===== config.mk =====
export PLATFORM = sky130hd
export DESIGN_NAME = json_string_array_unescape_unit
export DESIGN_NICKNAME = d
export VERILOG_FILES = /design/src/sv/jsau_pkg.sv /design/src/sv/jsau_parser.sv /design/src/sv/jsau_out_seq.sv /design/src/sv/json_string_array_unescape_unit.sv
export SDC_FILE = /design/constraint.sdc
export NUM_CORES = 1
export LEC_CHECK = 0
export ABC_AREA = 1
export BUFFER_PORTS_ARGS = -buffer_cell sky130_fd_sc_hd__buf_2
export CAP_MARGIN = 15
export CELL_PAD_IN_SITES_DETAIL_PLACEMENT = 1
export CELL_PAD_IN_SITES_GLOBAL_PLACEMENT = 2
export CORE_MARGIN = 2
export CORE_UTILIZATION = 40
export DETAILED_ROUTE_END_ITERATION = 10
export MAX_ROUTING_LAYER = met4
export PLACE_DENSITY = 0.9
export SLEW_MARGIN = 10
export SYNTH_ARGS = -nofsm -noshare
export SYNTH_HDL_FRONTEND = slang
export SYNTH_SLANG_ARGS = --single-unit
export TNS_END_PERCENT = 10

===== constraint.sdc =====
create_clock -name clk -period 6.9 [get_ports clk]
set_input_delay 0.69 -clock clk [delete_from_list [all_inputs] [get_ports clk]]
set_output_delay 0.69 -clock clk [all_outputs]
set_load 0.02 [all_outputs]

===== src/sv/jsau_pkg.sv =====
// ----------------------------------------------------------------------------
// JSON string array unescape - package
// Types, character codes and decode helpers shared by the unit's modules.
// ----------------------------------------------------------------------------
`default_nettype none

package jsau_pkg;

    // Parser phases.
    typedef enum logic [3:0] {
        PH_AWAIT_OPEN  = 4'd0,
        PH_AFTER_OPEN  = 4'd1,
        PH_EXPECT_STR  = 4'd2,
        PH_IN_STRING   = 4'd3,
        PH_ESCAPE      = 4'd4,
        PH_HEX         = 4'd5,
        PH_HELD        = 4'd6,
        PH_HELD_BS     = 4'd7,
        PH_AFTER_VALUE = 4'd8,
        PH_DONE        = 4'd9,
        PH_FAILED      = 4'd10
    } phase_t;

    // Result kinds.
    localparam logic [1:0] KIND_BYTE = 2'd0;
    localparam logic [1:0] KIND_EOS  = 2'd1;
    localparam logic [1:0] KIND_DONE = 2'd2;
    localparam logic [1:0] KIND_BAD  = 2'd3;

    // Character codes.
    localparam logic [7:0] CH_QUOTE  = 8'h22;
    localparam logic [7:0] CH_BSLASH = 8'h5C;
    localparam logic [7:0] CH_SLASH  = 8'h2F;
    localparam logic [7:0] CH_LBRACK = 8'h5B;
    localparam logic [7:0] CH_RBRACK = 8'h5D;
    localparam logic [7:0] CH_COMMA  = 8'h2C;
    localparam logic [7:0] CH_SPACE  = 8'h20;
    localparam logic [7:0] CH_TAB    = 8'h09;
    localparam logic [7:0] CH_CR     = 8'h0D;
    localparam logic [7:0] CH_LF     = 8'h0A;
    localparam logic [7:0] CH_LOW_B  = 8'h62;
    localparam logic [7:0] CH_LOW_F  = 8'h66;
    localparam logic [7:0] CH_LOW_N  = 8'h6E;
    localparam logic [7:0] CH_LOW_R  = 8'h72;
    localparam logic [7:0] CH_LOW_T  = 8'h74;
    localparam logic [7:0] CH_LOW_U  = 8'h75;

    // Code point limits.
    localparam logic [15:0] SUR_HI_MIN  = 16'hD800;
    localparam logic [15:0] SUR_HI_MAX  = 16'hDBFF;
    localparam logic [15:0] SUR_LO_MIN  = 16'hDC00;
    localparam logic [15:0] SUR_LO_MAX  = 16'hDFFF;
    localparam logic [20:0] SUPP_BASE   = 21'h10000;
    localparam logic [20:0] CP_ONE_MAX   = 21'h00007F;
    localparam logic [20:0] CP_TWO_MAX   = 21'h0007FF;
    localparam logic [20:0] CP_THREE_MAX = 21'h00FFFF;

    // Number of result entries one transaction can cause.
    localparam int MAX_RES = 6;

    // Up to four results from the tail of one step.
    typedef struct packed {
        logic [2:0]      count;
        logic [3:0][7:0] bytes;
        logic [3:0][1:0] kinds;
    } tail_t;

    // All results caused by one input transaction.
    typedef struct packed {
        logic [2:0]              count;
        logic [MAX_RES-1:0][7:0] bytes;
        logic [MAX_RES-1:0][1:0] kinds;
    } grp_t;

    typedef struct packed {
        logic       ok;
        logic [3:0] val;
    } hex_t;

    typedef struct packed {
        logic       ok;
        logic [7:0] val;
    } esc_t;

    function automatic logic is_space(input logic [7:0] c);
        return (c == CH_SPACE) || (c == CH_TAB) || (c == CH_CR) || (c == CH_LF);
    endfunction

    // Hex digit decode; letters map through their low nibble plus nine.
    function automatic hex_t hex_digit(input logic [7:0] c);
        hex_t h;
        h = '0;
        if (c >= 8'h30 && c <= 8'h39) begin
            h.ok  = 1'b1;
            h.val = c[3:0];
        end else if ((c >= 8'h61 && c <= 8'h66) || (c >= 8'h41 && c <= 8'h46)) begin
            h.ok  = 1'b1;
            h.val = c[3:0] + 4'd9;
        end
        return h;
    endfunction

    // Simple escape letters and the byte each stands for.
    function automatic esc_t simple_escape(input logic [7:0] c);
        esc_t e;
        e.ok = 1'b1;
        unique case (c)
            CH_QUOTE:  e.val = 8'h22;
            CH_BSLASH: e.val = 8'h5C;
            CH_SLASH:  e.val = 8'h2F;
            CH_LOW_B:  e.val = 8'h08;
            CH_LOW_F:  e.val = 8'h0C;
            CH_LOW_N:  e.val = 8'h0A;
            CH_LOW_R:  e.val = 8'h0D;
            CH_LOW_T:  e.val = 8'h09;
            default:
            begin
                e.ok  = 1'b0;
                e.val = 8'h00;
            end
        endcase
        return e;
    endfunction

    function automatic tail_t tail_mark(input logic [1:0] k);
        tail_t t;
        t          = '0;
        t.count    = 3'd1;
        t.kinds[0] = k;
        return t;
    endfunction

    function automatic tail_t tail_byte(input logic [7:0] b);
        tail_t t;
        t          = '0;
        t.count    = 3'd1;
        t.bytes[0] = b;
        t.kinds[0] = KIND_BYTE;
        return t;
    endfunction

    // UTF-8 encoding of one code point into one to four bytes.
    function automatic tail_t utf8_encode(input logic [20:0] cp);
        tail_t t;
        t = '0;
        if (cp <= CP_ONE_MAX) begin
            t.count    = 3'd1;
            t.bytes[0] = cp[7:0];
        end else if (cp <= CP_TWO_MAX) begin
            t.count    = 3'd2;
            t.bytes[0] = {3'b110, cp[10:6]};
            t.bytes[1] = {2'b10, cp[5:0]};
        end else if (cp <= CP_THREE_MAX) begin
            t.count    = 3'd3;
            t.bytes[0] = {4'b1110, cp[15:12]};
            t.bytes[1] = {2'b10, cp[11:6]};
            t.bytes[2] = {2'b10, cp[5:0]};
        end else begin
            t.count    = 3'd4;
            t.bytes[0] = {5'b11110, cp[20:18]};
            t.bytes[1] = {2'b10, cp[17:12]};
            t.bytes[2] = {2'b10, cp[11:6]};
            t.bytes[3] = {2'b10, cp[5:0]};
        end
        return t;
    endfunction

endpackage

`default_nettype wire


===== src/sv/jsau_parser.sv =====
// ----------------------------------------------------------------------------
// JSON string array unescape - parser
// Input register, parse state and the single-pass decode that turns one
// input transaction into its group of results.
// ----------------------------------------------------------------------------
`default_nettype none

module jsau_parser
    import jsau_pkg::*;
(
    input  wire logic       clk,
    input  wire logic       rst_n,
    input  wire logic       in_valid,
    output logic            in_ready,
    input  wire logic [7:0] in_byte,
    input  wire logic       end_of_text,
    output grp_t            grp,
    output logic            grp_valid,
    input  wire logic       grp_ready
);

    logic       inq_valid_reg;
    logic [7:0] byte_reg;
    logic       eot_reg;

    phase_t      phase_reg, phase_next;
    logic [11:0] hex_reg, hex_next;
    logic [1:0]  digits_reg, digits_next;
    logic [9:0]  held_reg, held_next;
    logic        high_reg, high_next;

    logic        consume;
    logic        rel;
    tail_t       tail;
    hex_t        hd;
    esc_t        esc;
    logic [15:0] code;
    logic [20:0] joined;

    // A transaction leaves the input register once its results have a place.
    assign consume   = inq_valid_reg && ((grp.count == 3'd0) || grp_ready);
    assign grp_valid = inq_valid_reg && (grp.count != 3'd0);
    assign in_ready  = !inq_valid_reg || consume;

    // Input register.
    always_ff @(posedge clk or negedge rst_n)
    begin
        if (!rst_n)
        begin
            inq_valid_reg <= 1'b0;
        end
        else if (in_valid && in_ready)
        begin
            inq_valid_reg <= 1'b1;
        end
        else if (consume)
        begin
            inq_valid_reg <= 1'b0;
        end
    end

    always_ff @(posedge clk)
    begin
        if (in_valid && in_ready)
        begin
            byte_reg <= in_byte;
            eot_reg  <= end_of_text;
        end
    end

    // Parse state advances when the transaction is consumed.
    always_ff @(posedge clk or negedge rst_n)
    begin
        if (!rst_n)
        begin
            phase_reg  <= PH_AWAIT_OPEN;
            hex_reg    <= '0;
            digits_reg <= '0;
            held_reg   <= '0;
            high_reg   <= 1'b0;
        end
        else if (consume)
        begin
            phase_reg  <= phase_next;
            hex_reg    <= hex_next;
            digits_reg <= digits_next;
            held_reg   <= held_next;
            high_reg   <= high_next;
        end
    end

    assign hd     = hex_digit(byte_reg);
    assign esc    = simple_escape(byte_reg);
    assign code   = {hex_reg, hd.val};
    assign joined = SUPP_BASE + {1'b0, held_reg, code[9:0]};

    // Next state and the results of this step.
    always_comb
    begin
        phase_next  = phase_reg;
        hex_next    = hex_reg;
        digits_next = digits_reg;
        held_next   = held_reg;
        high_next   = high_reg;
        rel         = 1'b0;
        tail        = '0;

        if (eot_reg)
        begin
            // End of document: report if unfinished and return to reset.
            if (phase_reg != PH_DONE && phase_reg != PH_FAILED)
            begin
                tail = tail_mark(KIND_BAD);
            end
            phase_next  = PH_AWAIT_OPEN;
            hex_next    = '0;
            digits_next = '0;
            held_next   = '0;
            high_next   = 1'b0;
        end
        else
        begin
            unique case (phase_reg)
                PH_AWAIT_OPEN:
                begin
                    if (!is_space(byte_reg))
                    begin
                        if (byte_reg == CH_LBRACK)
                        begin
                            phase_next = PH_AFTER_OPEN;
                        end
                        else
                        begin
                            tail       = tail_mark(KIND_BAD);
                            phase_next = PH_FAILED;
                        end
                    end
                end
                PH_AFTER_OPEN, PH_EXPECT_STR:
                begin
                    if (!is_space(byte_reg))
                    begin
                        if (byte_reg == CH_QUOTE)
                        begin
                            phase_next = PH_IN_STRING;
                        end
                        else if (byte_reg == CH_RBRACK && phase_reg == PH_AFTER_OPEN)
                        begin
                            tail       = tail_mark(KIND_DONE);
                            phase_next = PH_DONE;
                        end
                        else
                        begin
                            tail       = tail_mark(KIND_BAD);
                            phase_next = PH_FAILED;
                        end
                    end
                end
                PH_IN_STRING, PH_HELD:
                begin
                    if (byte_reg == CH_BSLASH)
                    begin
                        phase_next = (phase_reg == PH_HELD) ? PH_HELD_BS : PH_ESCAPE;
                    end
                    else
                    begin
                        // A held high surrogate goes out alone before this byte.
                        if (phase_reg == PH_HELD)
                        begin
                            rel       = high_reg;
                            high_next = 1'b0;
                            held_next = '0;
                        end
                        if (byte_reg == CH_QUOTE)
                        begin
                            tail       = tail_mark(KIND_EOS);
                            phase_next = PH_AFTER_VALUE;
                        end
                        else
                        begin
                            tail       = tail_byte(byte_reg);
                            phase_next = PH_IN_STRING;
                        end
                    end
                end
                PH_ESCAPE, PH_HELD_BS:
                begin
                    if (byte_reg == CH_LOW_U)
                    begin
                        hex_next    = '0;
                        digits_next = '0;
                        phase_next  = PH_HEX;
                    end
                    else if (esc.ok)
                    begin
                        if (phase_reg == PH_HELD_BS)
                        begin
                            rel       = high_reg;
                            high_next = 1'b0;
                            held_next = '0;
                        end
                        tail       = tail_byte(esc.val);
                        phase_next = PH_IN_STRING;
                    end
                    else
                    begin
                        tail       = tail_mark(KIND_BAD);
                        phase_next = PH_FAILED;
                    end
                end
                PH_HEX:
                begin
                    if (!hd.ok)
                    begin
                        tail       = tail_mark(KIND_BAD);
                        phase_next = PH_FAILED;
                    end
                    else if (digits_reg == 2'd3)
                    begin
                        digits_next = '0;
                        hex_next    = '0;
                        if (high_reg && code >= SUR_LO_MIN && code <= SUR_LO_MAX)
                        begin
                            // Surrogate pair joined into one supplementary character.
                            tail       = utf8_encode(joined);
                            high_next  = 1'b0;
                            held_next  = '0;
                            phase_next = PH_IN_STRING;
                        end
                        else
                        begin
                            rel       = high_reg;
                            high_next = 1'b0;
                            held_next = '0;
                            if (code >= SUR_HI_MIN && code <= SUR_HI_MAX)
                            begin
                                held_next  = code[9:0];
                                high_next  = 1'b1;
                                phase_next = PH_HELD;
                            end
                            else
                            begin
                                tail       = utf8_encode({5'd0, code});
                                phase_next = PH_IN_STRING;
                            end
                        end
                    end
                    else
                    begin
                        hex_next    = {hex_reg[7:0], hd.val};
                        digits_next = digits_reg + 2'd1;
                    end
                end
                PH_AFTER_VALUE:
                begin
                    if (!is_space(byte_reg))
                    begin
                        if (byte_reg == CH_COMMA)
                        begin
                            phase_next = PH_EXPECT_STR;
                        end
                        else if (byte_reg == CH_RBRACK)
                        begin
                            tail       = tail_mark(KIND_DONE);
                            phase_next = PH_DONE;
                        end
                        else
                        begin
                            tail       = tail_mark(KIND_BAD);
                            phase_next = PH_FAILED;
                        end
                    end
                end
                PH_DONE, PH_FAILED:
                begin
                    phase_next = phase_reg;
                end
                default:
                begin
                    phase_next = PH_FAILED;
                end
            endcase
        end
    end

    // Assemble the group: released surrogate bytes first, then the tail.
    always_comb
    begin
        grp = '0;
        if (rel)
        begin
            grp.count    = 3'd3 + tail.count;
            grp.bytes[0] = 8'hED;
            grp.bytes[1] = {4'hA, held_reg[9:6]};
            grp.bytes[2] = {2'b10, held_reg[5:0]};
            grp.kinds[0] = KIND_BYTE;
            grp.kinds[1] = KIND_BYTE;
            grp.kinds[2] = KIND_BYTE;
            for (int i = 0; i < 3; i++)
            begin
                grp.bytes[i+3] = tail.bytes[i];
                grp.kinds[i+3] = tail.kinds[i];
            end
        end
        else
        begin
            grp.count = tail.count;
            for (int i = 0; i < 4; i++)
            begin
                grp.bytes[i] = tail.bytes[i];
                grp.kinds[i] = tail.kinds[i];
            end
        end
    end

endmodule

`default_nettype wire


===== src/sv/jsau_out_seq.sv =====
// ----------------------------------------------------------------------------
// JSON string array unescape - output sequencer
// Holds one group of results and hands them out one per transaction.
// ----------------------------------------------------------------------------
`default_nettype none

module jsau_out_seq
    import jsau_pkg::*;
(
    input  wire logic       clk,
    input  wire logic       rst_n,
    input  wire grp_t       grp,
    input  wire logic       grp_valid,
    output logic            grp_ready,
    output logic            out_valid,
    input  wire logic       out_ready,
    output logic [7:0]      out_byte,
    output logic [1:0]      out_kind,
    output logic            last_of_run
);

    grp_t       grp_reg;
    logic [2:0] idx_reg;
    logic       full_reg;
    logic       take;

    assign out_valid   = full_reg;
    assign last_of_run = (idx_reg == grp_reg.count - 3'd1);
    assign out_kind    = grp_reg.kinds[idx_reg];
    assign out_byte    = (grp_reg.kinds[idx_reg] == KIND_BYTE) ? grp_reg.bytes[idx_reg] : 8'h00;
    assign take        = full_reg && out_ready;

    // Room for a new group once the final entry of the current one goes.
    assign grp_ready = !full_reg || (take && last_of_run);

    // Occupancy and position within the group.
    always_ff @(posedge clk or negedge rst_n)
    begin
        if (!rst_n)
        begin
            full_reg <= 1'b0;
            idx_reg  <= '0;
        end
        else if (grp_valid && grp_ready)
        begin
            full_reg <= 1'b1;
            idx_reg  <= '0;
        end
        else if (take)
        begin
            if (last_of_run)
            begin
                full_reg <= 1'b0;
            end
            else
            begin
                idx_reg <= idx_reg + 3'd1;
            end
        end
    end

    // Group payload.
    always_ff @(posedge clk)
    begin
        if (grp_valid && grp_ready)
        begin
            grp_reg <= grp;
        end
    end

endmodule

`default_nettype wire


===== src/sv/json_string_array_unescape_unit.sv =====
// Path: a transaction held in the input register is decoded, and its results move on to
// the group register when it has room; the two registers form a two-stage path.
// Throughput: one input transaction per cycle while out_ready is high and each causes at
// most one result; a longer run (up to six) holds the sequencer until its last is taken.
// Reset: rst_n clears the parse state, the input register and the output group at once.
// ----------------------------------------------------------------------------
// JSON string array unescape unit - top level
// Checks a JSON array of strings byte by byte and gives the decoded bytes and marks.
// ----------------------------------------------------------------------------
`default_nettype none

module json_string_array_unescape_unit
    import jsau_pkg::*;
(
    input  wire logic       clk,
    input  wire logic       rst_n,
    input  wire logic       in_valid,
    output logic            in_ready,
    input  wire logic [7:0] in_byte,
    input  wire logic       end_of_text,
    output logic            out_valid,
    input  wire logic       out_ready,
    output logic [7:0]      out_byte,
    output logic [1:0]      out_kind,
    output logic            last_of_run
);

    grp_t grp;
    logic grp_valid;
    logic grp_ready;

    // Parser stage.
    jsau_parser u_parser (
        .clk         (clk),
        .rst_n       (rst_n),
        .in_valid    (in_valid),
        .in_ready    (in_ready),
        .in_byte     (in_byte),
        .end_of_text (end_of_text),
        .grp         (grp),
        .grp_valid   (grp_valid),
        .grp_ready   (grp_ready)
    );

    // Output sequencer.
    jsau_out_seq u_out_seq (
        .clk         (clk),
        .rst_n       (rst_n),
        .grp         (grp),
        .grp_valid   (grp_valid),
        .grp_ready   (grp_ready),
        .out_valid   (out_valid),
        .out_ready   (out_ready),
        .out_byte    (out_byte),
        .out_kind    (out_kind),
        .last_of_run (last_of_run)
    );

endmodule

`default_nettype wire


### Word level (Yosys, flattened, before mapping)

Index checks and enable logic that the tools add are counted.
Widths: inputs -> output; s select.

* register bits after elaboration: 106
* bits of input ports: 13
* output and inout port bits: 13
* word-level logic and storage cells: 248

* add/subtract/negate cells: 6
* $lt $le $gt $ge: 16
* eq/ne operators: 44
* multiplexer cells: 115
* reduce and logical (&&, ||, !) cells: 42

Operators by type and width (number)
* $mux 43: 12
* $pmux 43 s6: 1
* $mux 10: 10
* $mux 41: 2
* $eq 8x7->1 const B: 9
* $mux 4: 14
* $mux 8: 7
* $pmux 7 s8: 1
* $mux 12: 4
* $mux 16: 3
* $mux 24: 2
* $eq 8x6->1 const B: 4
* $ge 16x16->1 const B: 2
* $le 16x16->1 const B: 2
* $mux 32: 1
* $pmux 10 s3: 1
* $mux 1: 28
* $pmux 4 s7: 1
* $bmux 8 s3: 1
* $eq 8x4->1 const B: 3
* $mux 3: 8
* $pmux 12 s2: 1
* $mux 22: 1
* $add 17x20->21 const A: 1
* 49 further kinds: 104

### Longest topological paths before layout

Gate-level depths: netlist of the first run.

* depth in word-level cells: 23
* depth in mapped cells: 32
* depth with buffers taken out: 32

### Cells and area by module

Synthesis of the first run repeated with hierarchy kept, for this count alone.

* cells, all modules: 959
* area, all modules: 7198.2 µm²

Modules (own cells, without submodules)
* jsau_parser: instances 1, cells each 721, area an instance 4438.0 µm², seq. area each 1021.0 µm²
* jsau_out_seq: instances 1, cells each 238, area an instance 2760.1 µm², seq. area each 1991.9 µm²

### Least setup slack after synthesis of the first run

Ideal clock, no wire load.

* kind: flip-flop to flip-flop
* start: register u_parser.byte_reg[1]
* end: register u_out_seq.grp_reg[0] (netlist bit) (enable)
* setup time: 0.405 ns
* arrival: 4.004 ns
* data required time: 6.495 ns
* slack: 2.491 ns
* cell stages (with the launch flop): 29
* path buffers: 0
* clock period less this slack: 4.409 ns
* path through: edfxtp_1 inv_1 ha_1 inv_1 nand2_1 nand2_2 nand2_4 nand2_8 nand2_2 nand2_2 inv_2 nand3_1 nor2_4 nand2_1 nand2_2 nand3_4 nand2_4 inv_2 nand2_1 nand2_1 nand3_2 nand2_2 ha_1 or2_0 nand2_2 nor2_2 nand3_2 nand3_1 inv_1

RTL lines
* start, declared: line jsau_parser.sv:23 `logic [7:0] byte_reg;`
* start signal, assigned: line jsau_parser.sv:66 `byte_reg <= in_byte;`
* end signal, assigned: line jsau_out_seq.sv:67 `grp_reg <= grp;`
* end, declared: line jsau_out_seq.sv:22 `grp_t grp_reg;`

==> results of run 1 <==
## power breakdown
part	switching (mW)	leakage (nW)	internal (mW)
sequential	0.106	0.983	0.695
clock	0.251	0.154	0.293
combinational	0.559	1.80	0.230
total	0.917	2.94	1.22
## metal layers
| layer | part of all wire | global-route usage |
|---|---|---|
| met2 | 0.47 | 0.4240 |
| met1 | 0.47 | 0.3555 |
| met5 | 0 | - |
| met4 | 0.023 | 0.09020 |
| met3 | 0.044 | 0.03180 |
## path summary, 6_finish.rpt
kind,startpoint,cells past startpoint,to
max,u_parser.byte_reg[0]$_DFFE_PP_,27,in_ready
min,rst_n,1,u_parser.held_reg[9]$_DFFE_PN0P_
max reg2reg,u_parser.byte_reg[0]$_DFFE_PP_,25,u_out_seq.grp_reg[15]$_SDFFCE_PN1P_
min reg2reg,u_parser.digits_reg[1]$_DFFE_PN0P_,2,u_parser.digits_reg[1]$_DFFE_PN0P_
max in group asynchronous,rst_n,1,u_out_seq.idx_reg[2]$_DFFE_PN0P_
min in group clk,in_byte[4],1,u_parser.byte_reg[4]$_DFFE_PP_
## layout by cell type (no fill, tap or decap), types with 22 or more instances in the layout
master | synthesis | layout
o21ai_2 | 22 | 22
nand2_1 | 184 | 184
nor2_1 | 104 | 104
buf_2 | 3 | 25
dfrtp_1 | 34 | 34
a21oi_1 | 32 | 32
nand4_1 | 22 | 22
inv_1 | 96 | 95
o21ai_0 | 53 | 53
nand3_1 | 49 | 49
edfxtp_1 | 60 | 60
## cell families after synthesis
group                    after synthesis  share of synthesized area
AND/OR/NAND/NOR                      439                     0.3121
flip-flops                            94                     0.4003
XOR/XNOR                               6                   0.007930
adder cells (fa/ha/maj)               10                    0.01888
AO/OA/AOI/OAI                        174                     0.1705
buffers and inverters                144                    0.08969
other                                  1                  0.0005659
## area by class of cell
cell class	count	area, µm²
clock buffers	12	279.0
clock inverters	4	32.53
multi-input cells	630	3379
well taps	220	275.3
repair buffers	28	147.6
flip-flops and latches	94	2653
inverters	107	401.6
fillers	2058	9239
## synth_stat cells, types with 2 or more instances
cell type,count
xnor2_1,2
o2111ai_1,3
buf_2,3
buf_6,6
o211ai_1,11
inv_1,96
clkbuf_1,24
o21ai_2,22
clkinv_1,2
nor3b_1,2
o21ai_0,53
nor2_2,7
o22ai_1,12
o32ai_1,6
nand3_2,7
xor2_1,4
a31oi_1,6
nand4_1,22
edfxtp_1,60
nor3_1,20
o221ai_1,13
inv_2,9
nand3_1,49
nand3_4,2
nand2_2,14
dfrtp_1,34
nand3b_1,8
a21oi_1,32
nand2_4,3
buf_1,2
ha_1,10
o31ai_1,7
nor2_4,5
o21ai_1,4
nand2_1,184
nor4_1,8
nor2_1,104
## critical path, cell delays in order, from the launching register on
cell and delay [ns]:
edfxtp_1 0.48, inv_1 0.14, ha_1 0.27, inv_1 0.11, nand2_1 0.07, nand2_2 0.10
nand2_4 0.07, nand2_8 0.09, nand3_2 0.30, nand2_1 0.30, nor2_1 0.07, nand3b_1 0.08
nand2_1 0.05, nand2_1 0.12, nand3_1 0.36, nand2_1 0.21, nand2_1 0.09, nand3_2 0.09
nand2_2 0.09, ha_1 0.29, or2_0 0.23, nand2_2 0.09, nor2_2 0.05, nand3_2 0.10
nand2_1 0.11, inv_1 0.08, nand2_1 0.08, buf_2 0.17
## per-stage QoR
step	worst slack (ns)	hold slack [ns]	std cells	util	area, µm²
after detailed placement	1.806	0.4855	1079	0.4179	6857
after floorplan	2.491	0.3944	868	-	6626
final	1.531	0.4358	1095	0.4369	7168
after global placement	2.089	0.4678	1079	0.4179	6857
after global routing	1.140	0.4887	1095	0.4369	7168
after CTS	1.566	0.4601	1095	0.4369	7168
==> flow_metrics.tcl, run 1 <==
set metrics [dict create \
    outcome "finished, final reports clean" \
    vdd_drop_max_v 0.0001558 \
    p_total_mw 2.136 \
    gp_congestion 0.9518 \
    ctsResizeCount 0 \
    setup-tns-final_ns 0 \
    grt_usage 0.2670 \
    crit_required_ns 6.21 \
    start_util 0.4039 \
    syn2layout_area_growth_pct 8.176 \
    syn_inst 868 \
    clk_pin_slew_ns 0.08 \
    synth.top_cells.by_area "edfxtp_1 27%, dfrtp_1 13%, nand2_1 10%, nor2_1 5.9%, inv_1 5.4%" \
    syn_area_um2 6626 \
    synth_nets 891 \
    p_leak_nw 2.936 \
    cts_tree "built" \
    rows 47 \
    grt_pass1_vias 6335 \
    r2r_slack_ns 1.73 \
    n_antenna_cell 0 \
    synth.distinct_cells 49 \
    max_freq_ghz 0.1862 \
    worstMarginPinSlew_ns 1.156 \
    yosysSeqAreaShare 0.4003 \
    ys_warn_count 0 \
    vias 6185 \
    end_kind "output pin" \
    routed_wire_length_per_instance_um 20.27 \
    synth_top_cell_area_share 0.2719 \
    wirelength_um 22200 \
    portBuffers 25 \
    clockBufferDepth 2 \
    rsz0062_at_grt "false" \
    pin_count 26 \
    grt_pass1_wl_um 35600 \
    drv_cap 0 \
    h-tree-depth 3 \
    drtPass1Iterations 5 \
    period_minus_slack_ns 5.369 \
    slew_violations 0 \
    cp_max_fo 16 \
    synth_edf_count 60 \
    largest_reg_flops 51 \
    fin_crit_sh 0.7782 \
    cts.sinks 94 \
    setup_violations 0 \
    finClkSkew_ns 0.01518 \
    cts_buffers 9 \
    synth_ff_type "edfxtp_1" \
    hpwl_um 16620 \
    final_hold_viol_count 0 \
    die_area_um2 17610 \
    core_um2 16410 \
    cp.arrival_ns 4.68 \
    drive_above_1_share 0.1337 \
    worstSkewPairLatency_ns 0.37 \
    grt_max_degree 52 \
    antenna_found_initial 0 \
    cts_setup_buffers 0 \
    relSlewSlack 0.2282 \
    route.detailed.drc 0 \
    synth_seq_cells 94 \
    die_height_um 132.7 \
    criticalPathCategory "reg -> out" \
    overflow 0 \
    vias_per_cell 5.648 \
    yosysTopAreaCell "edfxtp_1" \
    cts_root_buf "clkbuf_16" \
    async_flop_share 0.3617 \
    syn_avg_cell_area_um2 7.634 \
    start_kind "flip-flop" \
    final_net_count 893 \
    drtAntennaViolNets 0 \
    hold_path_class "in -> async" \
    die_w_um 132.7 \
    drtIter0Drc 423 \
    cts_hold_repair.buffers 0 \
    cellPowerDensity_nw_per_um2 297.9 \
]
No activity file was read; power rests on OpenSTA's default activity.
==> run 2, diff against run 1 <==
--- a/config.mk
+++ b/config.mk
@@ -5,7 +5,7 @@
 export SDC_FILE = /design/constraint.sdc
 export NUM_CORES = 1
 export LEC_CHECK = 0
-export ABC_AREA = 1
+export ABC_AREA = 0
 export BUFFER_PORTS_ARGS = -buffer_cell sky130_fd_sc_hd__buf_2
 export CAP_MARGIN = 15
 export CELL_PAD_IN_SITES_DETAIL_PLACEMENT = 1
@@ -14,7 +14,7 @@
 export CORE_UTILIZATION = 40
 export DETAILED_ROUTE_END_ITERATION = 10
 export MAX_ROUTING_LAYER = met4
-export PLACE_DENSITY = 0.9
+export PLACE_DENSITY = 0.85
 export SLEW_MARGIN = 10
 export SYNTH_ARGS = -nofsm -noshare
 export SYNTH_HDL_FRONTEND = slang
==> constraint.sdc (replaced) <==
create_clock -name clk -period 5.37 [get_ports clk]
set_input_delay 0.537 -clock clk [delete_from_list [all_inputs] [get_ports clk]]
set_output_delay 0.537 -clock clk [all_outputs]
set_load 0.02 [all_outputs]
==> flow_metrics.tcl, run 2 <==
set metrics [dict create \
    outcome "finished, final reports clean" \
    cts_root_buf "clkbuf_16" \
    final_cells 908 \
    cts_tree "built" \
    cp.arrival_ns 4.53 \
    largest_reg_flops 51 \
    slew_violations 0 \
    synth_edf_count 60 \
    grt_pass1_wl_um 34130 \
    syn_avg_cell_area_um2 9.479 \
    vias_per_cell 6.281 \
    async_flop_share 0.3617 \
    synth_top_cell_area_share 0.2808 \
    p_int_mw 1.904 \
    drv_cap 0 \
    drtIter0Drc 450 \
    timing.rr.end "u_parser.hex_reg[2]$_DFFE_PN0P_" \
    antenna_found_initial 0 \
    portBuffers 25 \
    place_inst 892 \
    dp_worst_setup_slack_ns 0.5486 \
    hpwl_um 16920 \
    wirelength_um 22390 \
    p_clk_frac 0.209 \
    ys_warn_count 0 \
    cts_buffers 9 \
    routed_wire_length_per_instance_um 24.66 \
    p_switching_mw 1.435 \
    rsz0062_at_grt "false" \
    cp-endpoint "in_ready" \
    netSwitchingFraction 0.4298 \
    combPwrFrac 0.438 \
    syn2layout_area_growth_pct 10.61 \
    holdWs_ns 0.2911 \
    most-common-layout-cells "66 x nand2_1, 60 x edfxtp_1, 42 x a21oi_1" \
    final_hold_viol_count 0 \
    max_freq_ghz 0.1976 \
    yosysTopAreaCell "edfxtp_1" \
    final_common_cell "nand2_1" \
    fin_crit_sh 0.9426 \
    setup-tns-final_ns 0 \
    cts.sinks 94 \
    synth_seq_cells 94 \
    drtPass1Iterations 5 \
    synth_most_common_cell "nand2_1" \
    pin_count 26 \
    drive_above_1_share 0.1402 \
    hold_path_class "in -> async" \
    criticalPathCategory "reg -> out" \
    core_um2 15770 \
    grt_pass1_vias 5616 \
    end_kind "output pin" \
    worstSkewPairLatency_ns 0.36 \
    synth_nets 700 \
    rows 46 \
    r2r_slack_ns 0.56 \
    relSlewSlack 0.1911 \
    vias 5703 \
    regArea_um2 2653 \
    h-tree-depth 3 \
    yosysSeqAreaShare 0.4133 \
    synth.distinct_cells 83 \
    overflow 0 \
    syn_area_um2 6417 \
    r2r-start "u_parser.byte_reg[1]$_DFFE_PP_" \
    p_seq_frac 0.353 \
    die_w_um 130.7 \
    nFillCells 1820 \
    setup_violations 0 \
    gp_congestion 0.9110 \
    syn_inst 677 \
    multi_input_area_um2 3513 \
    synth_ff_type "edfxtp_1" \
    drtAntennaViolNets 0 \
    die_area_um2 17070 \
    cts_hold_repair.buffers 0 \
    cp_max_fo 9 \
    grt_usage 0.2770 \
    route.detailed.drc 0 \
    grt_max_degree 52 \
    finClkSkew_ns 0.01169 \
    start_kind "flip-flop" \
    worstMarginPinSlew_ns 1.213 \
    start_util 0.4069 \
    worstRegToRegCells 15 \
    clk_pin_slew_ns 0.08 \
    n_antenna_cell 0 \
    period_minus_slack_ns 5.062 \
    postLayoutSetupSlackWorst_ns 0.3080 \
    synth.top_cells.by_area "edfxtp_1 28%, dfrtp_1 13%, nand2_1 3.9%, mux2i_1 3.4%, a21oi_1 3.3%" \
    clockBufferDepth 2 \
    die_height_um 130.7 \
    vdd_drop_max_v 0.0002265 \
    synth_top_cells_by_count "66 x nand2_1, 60 x edfxtp_1, 42 x a21oi_1" \
    crit_required_ns 4.83 \
    cp-startpoint "u_parser.byte_reg[1]$_DFFE_PP_" \
    p_leak_nw 2.464 \
    final_net_count 710 \
    cellPowerDensity_nw_per_um2 470.4 \
]
==> run 2: metal layers <==
metal	vias to the layer above	global-route usage	share of wire
li1	2601	-	-
met1	2873	0.3700	0.46
met2	194	0.4369	0.46
met3	35	0.04764	0.059
met4	0	0.07885	0.022
met5	-	-	0
==> run 2: layout make-up <==
| type | instances | share of cell area |
|---|---|---|
| well taps | 216 | 0.03808 |
| clock inverters | 7 | 0.01304 |
| flip-flops and latches | 94 | 0.3737 |
| repair buffers | 32 | 0.02679 |
| inverters | 41 | 0.02168 |
| clock buffers | 9 | 0.03173 |
| multi-input cells | 509 | 0.4950 |
==> run 2: power by group through the flow <==
stage / registers, mW / logic, mW / clock network, mW
after floorplan: 1.09 / 1.11 / 0
after global placement: 1.17 / 1.39 / 0
after detailed placement: 1.19 / 1.45 / 0
after CTS: 1.18 / 1.46 / 0.711
after global routing: 1.20 / 1.59 / 0.734
final: 1.18 / 1.46 / 0.697
==> run 2: worst max-delay path: stages, from the launching register on <==
cell      delay, ns
edfxtp_1       0.54
inv_1          0.14
ha_1           0.37
nor2_1         0.14
nor4_2         0.38
o21a_1         0.28
a31oi_1        0.16
a311o_2        0.51
o31ai_4        0.41
ha_1           0.31
nand2_1        0.08
a21oi_1        0.06
mux2i_4        0.38
nand3_1        0.17
buf_2          0.23
==> run 2: repair_timing <==
action,in CTS,in global routing
endpoints found under the hold margin,0,0
gates resized for setup,0,4
setup buffers,0,0
endpoints found under the setup margin,0,1
==> run 2: worst min path at each step <==
stage | from | endpoint | depth (start not counted)
after floorplan | rst_n | u_out_seq.idx_reg[0]$_DFFE_PN0P_ | 0
after global placement | u_parser.digits_reg[0]$_DFFE_PN0P_ | u_parser.digits_reg[0]$_DFFE_PN0P_ | 1
after detailed placement | u_parser.digits_reg[0]$_DFFE_PN0P_ | u_parser.digits_reg[0]$_DFFE_PN0P_ | 1
after CTS | rst_n | u_parser.hex_reg[4]$_DFFE_PN0P_ | 1
after global routing | in_byte[3] | u_parser.byte_reg[3]$_DFFE_PP_ | 1
final | rst_n | u_parser.hex_reg[4]$_DFFE_PN0P_ | 1
==> run 2: metrics by stage <==
stage	instance area (µm²)	total power [mW]	utilization
floorplan	6420	2.194	-
global placement	6751	2.565	0.4281
detailed placement	6751	2.639	0.4281
CTS	7069	3.345	0.4483
global route	7098	3.524	0.4501
finish	7098	3.339	0.4501
==> run 2: cells by family after synthesis <==
family | count (synthesis) | share of synthesized area
other | 1 | 0.0005843
buffers and inverters | 74 | 0.04582
XOR/XNOR | 8 | 0.01092
AO/OA/AOI/OAI | 196 | 0.2172
adder cells (fa/ha/maj) | 10 | 0.01950
AND/OR/NAND/NOR | 250 | 0.2051
flip-flops | 94 | 0.4133
multiplexers | 44 | 0.08754
==> run 3, diff against run 2 <==
==> constraint.sdc (replaced) <==
create_clock -name clk -period 5.37 [get_ports clk]
set_input_delay 0.2685 -clock clk [delete_from_list [all_inputs] [get_ports clk]]
set_output_delay 0.2685 -clock clk [all_outputs]
set_load 0.02 [all_outputs]
==> flow_metrics.tcl, run 3 (synthesized netlist as in run 2, its figures left out) <==
set metrics [dict create \
    outcome "finished, final reports clean" \
    cp_max_fo 9 \
    drv_cap 0 \
    core_um2 15770 \
    relSlewSlack 0.2993 \
    rows 46 \
    setup-tns-final_ns 0 \
    ctsResizeCount 0 \
    dp_worst_setup_slack_ns 0.5758 \
    cts_root_buf "clkbuf_16" \
    hpwl_um 16790 \
    finClkSkew_ns 0.01120 \
    cts_setup_buffers 0 \
    final_hold_viol_count 0 \
    p_leak_nw 2.464 \
    pin_count 26 \
    most-common-layout-cells "66 x nand2_1, 60 x edfxtp_1, 42 x a21oi_1" \
    antenna_found_initial 1 \
    cp.arrival_ns 4.65 \
    fin_crit_sh 0.9152 \
    portBuffers 25 \
    criticalPathCategory "reg -> out" \
    drive_above_1_share 0.1351 \
    cts_hold_repair.buffers 0 \
    r2r-start "u_parser.byte_reg[1]$_DFFE_PP_" \
    route.detailed.drc 0 \
    drtAntennaViolNets 0 \
    vdd_drop_max_v 0.0002554 \
    drtIter0Drc 404 \
    grt_pass1_wl_um 33310 \
    final_cells 913 \
    die_w_um 130.7 \
    place_inst 895 \
    worstSkewPairLatency_ns 0.35 \
    cts.sinks 94 \
    setup_violations 0 \
    cts_buffers 9 \
    syn2layout_area_growth_pct 9.963 \
    start_kind "flip-flop" \
    h-tree-depth 3 \
    clockBufferDepth 2 \
    drtPass1Iterations 4 \
    end_kind "output pin" \
    clk_pin_slew_ns 0.07 \
    period_minus_slack_ns 4.914 \
    wirelength_um 21910 \
    holdWs_ns 0.03361 \
    postLayoutSetupSlackWorst_ns 0.4556 \
    placed_area_um2 6774 \
    rsz0062_at_grt "false" \
    design_area_um2 7057 \
    grt_max_degree 52 \
    die_area_um2 17070 \
    final_common_cell "nand2_1" \
    overflow 0 \
    grt_pass1_vias 5680 \
    gp_congestion 0.9494 \
    grt_usage 0.2688 \
    vias_per_cell 6.193 \
    die_height_um 130.7 \
    slew_violations 0 \
    cp-startpoint "u_parser.byte_reg[1]$_DFFE_PP_" \
    start_util 0.4069 \
    cellPowerDensity_nw_per_um2 458.9 \
    worstMarginPinSlew_ns 1.049 \
    cts_tree "built" \
    max_freq_ghz 0.2035 \
    crit_required_ns 5.10 \
    vias 5654 \
    hold_path_class "in -> async" \
    largest_reg_flops 51 \
    final_net_count 714 \
    routed_wire_length_per_instance_um 23.99 \
]
[run 3: changes by cell type in the layout (fill, tap and decap cells not counted), sizes merged]
cell,delta
clkinv,+2
clkbuf,+1
bufinv,-1
clkinvlp,-1
inv,-1
diode,+1
buf,+4
[run 3: cell type report]
type	count	area [µm²]
Timing Repair Buffer	36	217.7
Clock inverter	6	46.29
Sequential cell	94	2653
Fill cell	1833	8713
Clock buffer	10	229.0
Antenna cell	1	2.502
Tap cell	216	270.3
Multi-Input combinational cell	509	3485
Inverter	41	153.9
[run 3: worst paths after layout]
kind / endpoint / slack (ns) / cells after the start
worst max-delay path: in_ready / 0.46 / 14
worst min-delay path: u_parser.digits_reg[1]$_DFFE_PN0P_ / 0.03 / 1
worst max register to register: u_out_seq.grp_reg[30]$_DFFE_PP_ / 0.52 / 15
worst min register to register: u_parser.digits_reg[0]$_DFFE_PN0P_ / 0.49 / 1
max in group asynchronous: u_parser.inq_valid_reg$_DFFE_PN0P_ / 4.78 / 1
min in group clk: u_parser.byte_reg[7]$_DFFE_PP_ / 0.09 / 1
[run 3: worst max-delay path: stages, from the launching register on]
cell	delay (ns)
edfxtp_1	0.54
inv_1	0.15
ha_1	0.35
nor2_1	0.12
nor4_1	0.49
o21a_1	0.29
a31oi_1	0.16
a311o_2	0.51
o31ai_4	0.43
ha_1	0.31
nand2_1	0.08
a21oi_1	0.06
mux2i_4	0.39
nand3_1	0.17
buf_2	0.23
[run 3: metal layers]
layer	vias up	track usage	wire length, µm
met4	0	0.09262	489
met3	28	0.03827	1053
li1	2607	-	-
met2	164	0.4228	10330
met1	2855	0.3582	10030
met5	-	-	0
[run 3: per-stage QoR]
| step | utilization | total power, mW |
|---|---|---|
| after detailed placement | 0.4295 | 2.634 |
| after global routing | 0.4475 | 3.418 |
| after global placement | 0.4295 | 2.561 |
| final | 0.4475 | 3.238 |
| after floorplan | - | 2.194 |
| after CTS | 0.4470 | 3.249 |
[run 3: report_power, final]
group / total [mW] / internal (mW) / switching [mW]
clock: 0.617 / 0.319 / 0.298
combinational: 1.45 / 0.538 / 0.913
sequential: 1.17 / 0.991 / 0.179
total: 3.24 / 1.85 / 1.39
